==> src/rtl/core/glos_pkg.sv <==
// Shared types and constants for the grid line-of-sight block.
// Holds field widths, stream bit positions, register indexes and the
// controller/datapath command and status structs. No dependencies.
`timescale 1ns / 1ps

package glos_pkg;

    localparam int COORD_W    = 16;
    localparam int CELL_W     = 6;
    localparam int DIM_W      = 7;
    localparam int TILE_W     = 8;
    localparam int CFG_DATA_W = 8;
    localparam int CFG_IDX_W  = 2;
    localparam int S_TDATA_W  = 80;
    localparam int M_TDATA_W  = 8;
    localparam int DIV_LANES  = 4;
    localparam int ACC_W      = COORD_W + 1;

    // Bit positions of the input fields inside s_tdata.
    localparam int CELL_X_LSB     = 0;
    localparam int CELL_Y_LSB     = 6;
    localparam int CELL_SOLID_BIT = 12;
    localparam int START_X_LSB    = 13;
    localparam int START_Y_LSB    = 29;
    localparam int END_X_LSB      = 45;
    localparam int END_Y_LSB      = 61;

    // Divider lanes.
    localparam int LANE_SX = 0;
    localparam int LANE_SY = 1;
    localparam int LANE_EX = 2;
    localparam int LANE_EY = 3;

    // Configuration register indexes.
    localparam logic [CFG_IDX_W-1:0] CFG_MAP_WIDTH  = 2'd0;
    localparam logic [CFG_IDX_W-1:0] CFG_MAP_HEIGHT = 2'd1;
    localparam logic [CFG_IDX_W-1:0] CFG_TILE_SIZE  = 2'd2;

    localparam logic [DIM_W-1:0]  MAP_WIDTH_RST  = 7'd64;
    localparam logic [DIM_W-1:0]  MAP_HEIGHT_RST = 7'd64;
    localparam logic [TILE_W-1:0] TILE_SIZE_RST  = 8'd32;

    // Item kinds carried in s_tuser.
    localparam logic MODE_WRITE = 1'b0;
    localparam logic MODE_QUERY = 1'b1;

    typedef enum logic [2:0] {
        ST_CLEAR,
        ST_IDLE,
        ST_DIV,
        ST_SETUP,
        ST_WALK,
        ST_RESULT
    } glos_state_t;

    typedef struct packed {
        logic clear_step;
        logic cell_write;
        logic query_load;
        logic setup;
        logic walk_step;
        logic out_load;
    } glos_cmd_t;

    typedef struct packed {
        logic clear_last;
        logic div_done;
        logic walk_done;
        logic out_free;
    } glos_stat_t;

endpackage

==> src/rtl/core/glos_ctrl.sv <==
// Controller state machine: clear pass, item intake, divide, setup, walk
// and result hand-off. Depends on glos_pkg.
`timescale 1ns / 1ps

module glos_ctrl (
    input  logic                 aclk,
    input  logic                 aresetn,
    input  logic                 in_valid,
    input  logic                 in_mode,
    output logic                 in_ready,
    output glos_pkg::glos_cmd_t  cmd,
    input  glos_pkg::glos_stat_t stat
);
    import glos_pkg::*;

    glos_state_t state_reg, state_next;

    always_ff @(posedge aclk) begin
        if (!aresetn) begin
            state_reg <= ST_CLEAR;
        end else begin
            state_reg <= state_next;
        end
    end

    always_comb begin
        state_next = state_reg;
        unique case (state_reg)
            ST_CLEAR: begin
                if (stat.clear_last) state_next = ST_IDLE;
            end
            ST_IDLE: begin
                if (in_valid && (in_mode == MODE_QUERY)) state_next = ST_DIV;
            end
            ST_DIV: begin
                if (stat.div_done) state_next = ST_SETUP;
            end
            ST_SETUP: begin
                state_next = ST_WALK;
            end
            ST_WALK: begin
                if (stat.walk_done) state_next = ST_RESULT;
            end
            ST_RESULT: begin
                if (stat.out_free) state_next = ST_IDLE;
            end
            default: begin
                state_next = ST_CLEAR;
            end
        endcase
    end

    always_comb begin
        in_ready = 1'b0;
        cmd      = '0;
        unique case (state_reg)
            ST_CLEAR: begin
                cmd.clear_step = 1'b1;
            end
            ST_IDLE: begin
                in_ready       = 1'b1;
                cmd.cell_write = in_valid && (in_mode == MODE_WRITE);
                cmd.query_load = in_valid && (in_mode == MODE_QUERY);
            end
            ST_DIV: begin
            end
            ST_SETUP: begin
                cmd.setup = 1'b1;
            end
            ST_WALK: begin
                cmd.walk_step = 1'b1;
            end
            ST_RESULT: begin
                cmd.out_load = stat.out_free;
            end
            default: begin
            end
        endcase
    end

endmodule

==> config.mk <==
export PLATFORM = sky130hd
export DESIGN_NAME = glos_ctrl
export DESIGN_NICKNAME = d
export VERILOG_FILES = /design/src/rtl/core/glos_pkg.sv /design/src/rtl/core/glos_ctrl.sv
export SDC_FILE = /design/constraint.sdc
export NUM_CORES = 1
export LEC_CHECK = 0
export BUFFER_PORTS_ARGS = -buffer_cell sky130_fd_sc_hd__buf_2
export CORE_AREA = 4 4 41 43
export DETAILED_ROUTE_END_ITERATION = 16
export DIE_AREA = 0 0 45 47
export PLACE_DENSITY = 0.41
export SETUP_SLACK_MARGIN = 0.15
export SLEW_MARGIN = 40
export SYNTH_ARGS = -nofsm -noshare
export SYNTH_HDL_FRONTEND = slang
export SYNTH_SLANG_ARGS = --single-unit
export TNS_END_PERCENT = 100
==> constraint.sdc <==
create_clock -name aclk -period 1.3 [get_ports aclk]
set_input_delay 0.26 -clock aclk [delete_from_list [all_inputs] [get_ports aclk]]
set_output_delay 0.26 -clock aclk [all_outputs]
set_load 0.05 [all_outputs]
Yosys cells after proc, flatten, opt, wreduce, memory -nomap -nowiden. Cells that the tools add are included.

Input port bits: 8. Output and inout bits: 7. Register bits: 3. Word-level logic and storage cells: 28.

Bitwise operators: 1. Reduce and logical (&&, ||, !) cells: 4. Eq/ne operators: 10. Mux-type cells: 12.

Operators by type and width (number): $pmux 3 s6 (1); $mux 3 (5); $ne 2x2->1 const B (5); $eq 3x2->1 const B (2); $eq 3x3->1 const B (2); $mux 1 (5); $reduce_and 5->1 (1); $eq 3x1->1 const B (1); $logic_not 3->1 (1); $logic_and 1x1->1 (2); $mux 2 (1); $not 1->1 (1).

Depth between registers and ports, before layout.
Depth in word-level cells: 3. Mapped depth: 4. Gate-level depth less buffers: 3.

Worst setup path before layout. OpenSTA, ideal clock, no wires.

Kind: register -> output. Start: register state_reg[1]. End: output cmd[4] in the netlist's numbering. Cell stages (with the launch flop): 4. Path slack: -1147 ps. Data required time: 1040 ps. Arrival: 2187 ps. Buffers on the path: 1. Cell sequence: dfxtp_1 > buf_6 > nand2b_4 > nor4b_1.

RTL lines: start, declared (RTL line glos_ctrl.sv:16) `glos_state_t state_reg, state_next;`; start signal, assigned (RTL line glos_ctrl.sv:22) `state_reg <= state_next;`; end, declared (RTL line glos_ctrl.sv:11) `output glos_pkg::glos_cmd_t cmd,`.

==> summary.md <==
| Metric | Value |
|---|---|
| Outcome | complete, but fails checks |
| Failing checks | setup timing |
| Via-to-Cell Ratio | 4.38 |
| CP max stage cell | dfxtp_1 |
| CTS clk-pin slew, worst paths | 0.04 ns |
| Clock Sinks | 3 |
| DRC violation count after routing | 0 |
| Final setup vio count | 5 |
| Cell count after synthesis | 29 |
| Static leakage | 0.207 nW |
| Crit. End Element | primary output |
| Power density over cell area | 864 mW/mm2 |
| Row count | 13 |
| Worst slew pin tran | 0.199 ns |
| Die area | 0.00212 mm2 |
| Post-synthesis register bit count | 3 |
| CP arrival | 1.11 ns |
| Max reg flops | 3 |
| Pre-CTS setup slack | 0.0102 ns |
| Gr ovfl total | 0 |
| Max_cap viols | 0 |
| IO Port Bufs | 14 |
| WL final | 660 um |
| Slew HR | 86.7% |
| Initial Utilization | 17.6% |
| CTS root buf | clkbuf_4 |
| Mux share of post-synthesis cell area | 4.37% |
| RSZ-0062 raised after global routing | yes |
| Layout cell share with drive strength beyond 1 | 72.5% |
| Die height | 47 um |
| Number of fill cells | 142 |
| Finished Core Util | 38.8% |
| Fin worst setup slack | -0.0660 ns |
| Max Fclk | 0.732 GHz |
| Cts bufs inserted | 3 |
| Top Ports | 15 |
| Minimum hold slack | 0.271 ns |
| Iter 0 DRT Violations | 0 |
| Register area | 67.6 um2 |
| CP Cell Sequence | nand2b_4, nor4b_4, buf_6 |
| Max-slew violation count | 0 |
| Mapped cell area | 229 um2 |
| Simple-gate share of the synthesized area | 43.7% |
| Post-Syn Area per Cell | 7.90 um2 |
| Largest family of logic cells by synthesized area | simple AND/OR/NAND/NOR gates |
| Vias in the first global route | 280 |
| Worst Skew | 0.00434 ns |
| # diodes | 0 |
| Min cycle time layout | 1.37 ns |
| DP HPWL | 500 um |
| Synthesis warning total | 0 |
| Synth cell types | 19 |
| Req. time, crit path | 1.04 ns |
| Most frequent cells in the layout | buf_2 (7), buf_6 (7), buf_4 (5), nor2_4 (3), clkbuf_4 (3) |
| Crit-path max FO | 4 |
| Clock Latency Late Sink | 0.23 ns |
| Hold Fails Final Rpt | 0 |
| Worst vdd ir | 0.000717 V |
| Worst path max stage delay | 0.30 ns |
| CP bufs+invs | 1 |
| Multi-input logic area | 221 um2 |
| Core area | 0.00130 mm2 |
| H-tree levels | 1 |
| Synth Area in Adders | 0% |
| ANT nets after route | 0 |
| Final worst-path cycle share | 105% |
| Fin nets | 60 |
| Drt pass-1 iters | 1 |
| Via count | 289 |
| Clock Tree Buf Depth | 2 |
| Pin count of the biggest net entering global routing | 12 |
| Initial antenna violation count | 0 |
| Syn_nets | 37 |
| Syn-to-layout area delta | 121% |
| CTS tree | built |
| Drt wl/cell | 10.0 um |
| Sequential area share after synthesis | 26.2% |
| Critical path type | reg -> out |
| First-pass GRT wire length | 1120 um |
| Worst Hold Class | in -> reg |
| Die Wd | 45 um |
| Post-synthesis xor/xnor area fraction | 0% |
| Top delay family on crit path | simple AND/OR/NAND/NOR gates |
| GP Congestion | 0.674 |
| Post-synthesis compound-gate area fraction | 15.3% |
| Total GRT Usage | 7.43% |
| Crit start category | flip-flop |
## cells in the mapped netlist, drive strengths merged
master,instances,area [um2]
nand2,3,11.3
nor4b,1,8.76
dfxtp,3,60.1
nor3,3,15.0
and3b,1,8.76
buf,3,23.8
o21ai,1,5.00
nand2b,2,20.0
nor2,4,15.0
o31a,1,8.76
mux2i,1,10.0
o21a,1,7.51
and2,1,6.26
nor3b,2,15.0
a21oi,2,13.8
## routing by layer
| layer | share of wire (%) | vias up | track usage, % |
|---|---|---|---|
| met1 | 35 | 135 | 6.61 |
| met5 | 0 | - | 0 |
| met4 | 0 | 0 | 1.75 |
| li1 | - | 147 | - |
| met2 | 57 | 7 | 13.6 |
| met3 | 8.3 | 0 | 5.36 |
## area by class of cell
| type | instances | area share (%) |
|---|---|---|
| Clock buffer | 4 | 5.20 |
| Multi-Input combinational cell | 23 | 43.8 |
| Sequential cell | 3 | 13.4 |
| Tap cell | 15 | 3.71 |
| Timing Repair Buffer | 21 | 33.9 |
## worst paths after layout
kind	startpoint	to	slack (ns)	depth (start not counted)
hold reg to reg	state_reg[0]$_SDFFE_PN0P_	state_reg[2]$_SDFFE_PN0P_	0.71	3
hold / removal	aresetn	state_reg[0]$_SDFFE_PN0P_	0.27	2
setup reg to reg	state_reg[0]$_SDFFE_PN0P_	state_reg[0]$_SDFFE_PN0P_	0.17	5
setup / recovery	state_reg[1]$_SDFFE_PN0P_	cmd[4]	-0.07	3
## timing repair
item                       in CTS  in global routing
resized for setup              19                  5
hold buffers                    0                  0
buffers inserted                2                  3
pin swaps                       2                  0
setup endpoints to repair       7                  8
## per-stage QoR
stage,power [mW],area [um2],cells,TNS [ns]
after global placement,0.233,365,57,0
final,0.437,505,66,-0.217
after detailed placement,0.234,365,57,0
after global routing,0.476,505,66,-0.593
after floorplan,0.204,292,29,-0.253
after CTS,0.434,467,63,-0.278
## report_power, final
part	switching, mW	internal [mW]	leakage [nW]
sequential	0.00790	0.0967	0.0259
combinational	0.0932	0.0760	0.166
clock	0.0481	0.115	0.0150
total	0.149	0.288	0.207
## logic make-up (layout without fill, tap and decap cells)
logic type | after synthesis | count (layout)
AO/OA/AOI/OAI | 5 | 5
multiplexers | 1 | 1
buffers and inverters | 3 | 25
AND/OR/NAND/NOR | 17 | 17
flip-flops | 3 | 3
(Power assumes the default switching activity.)
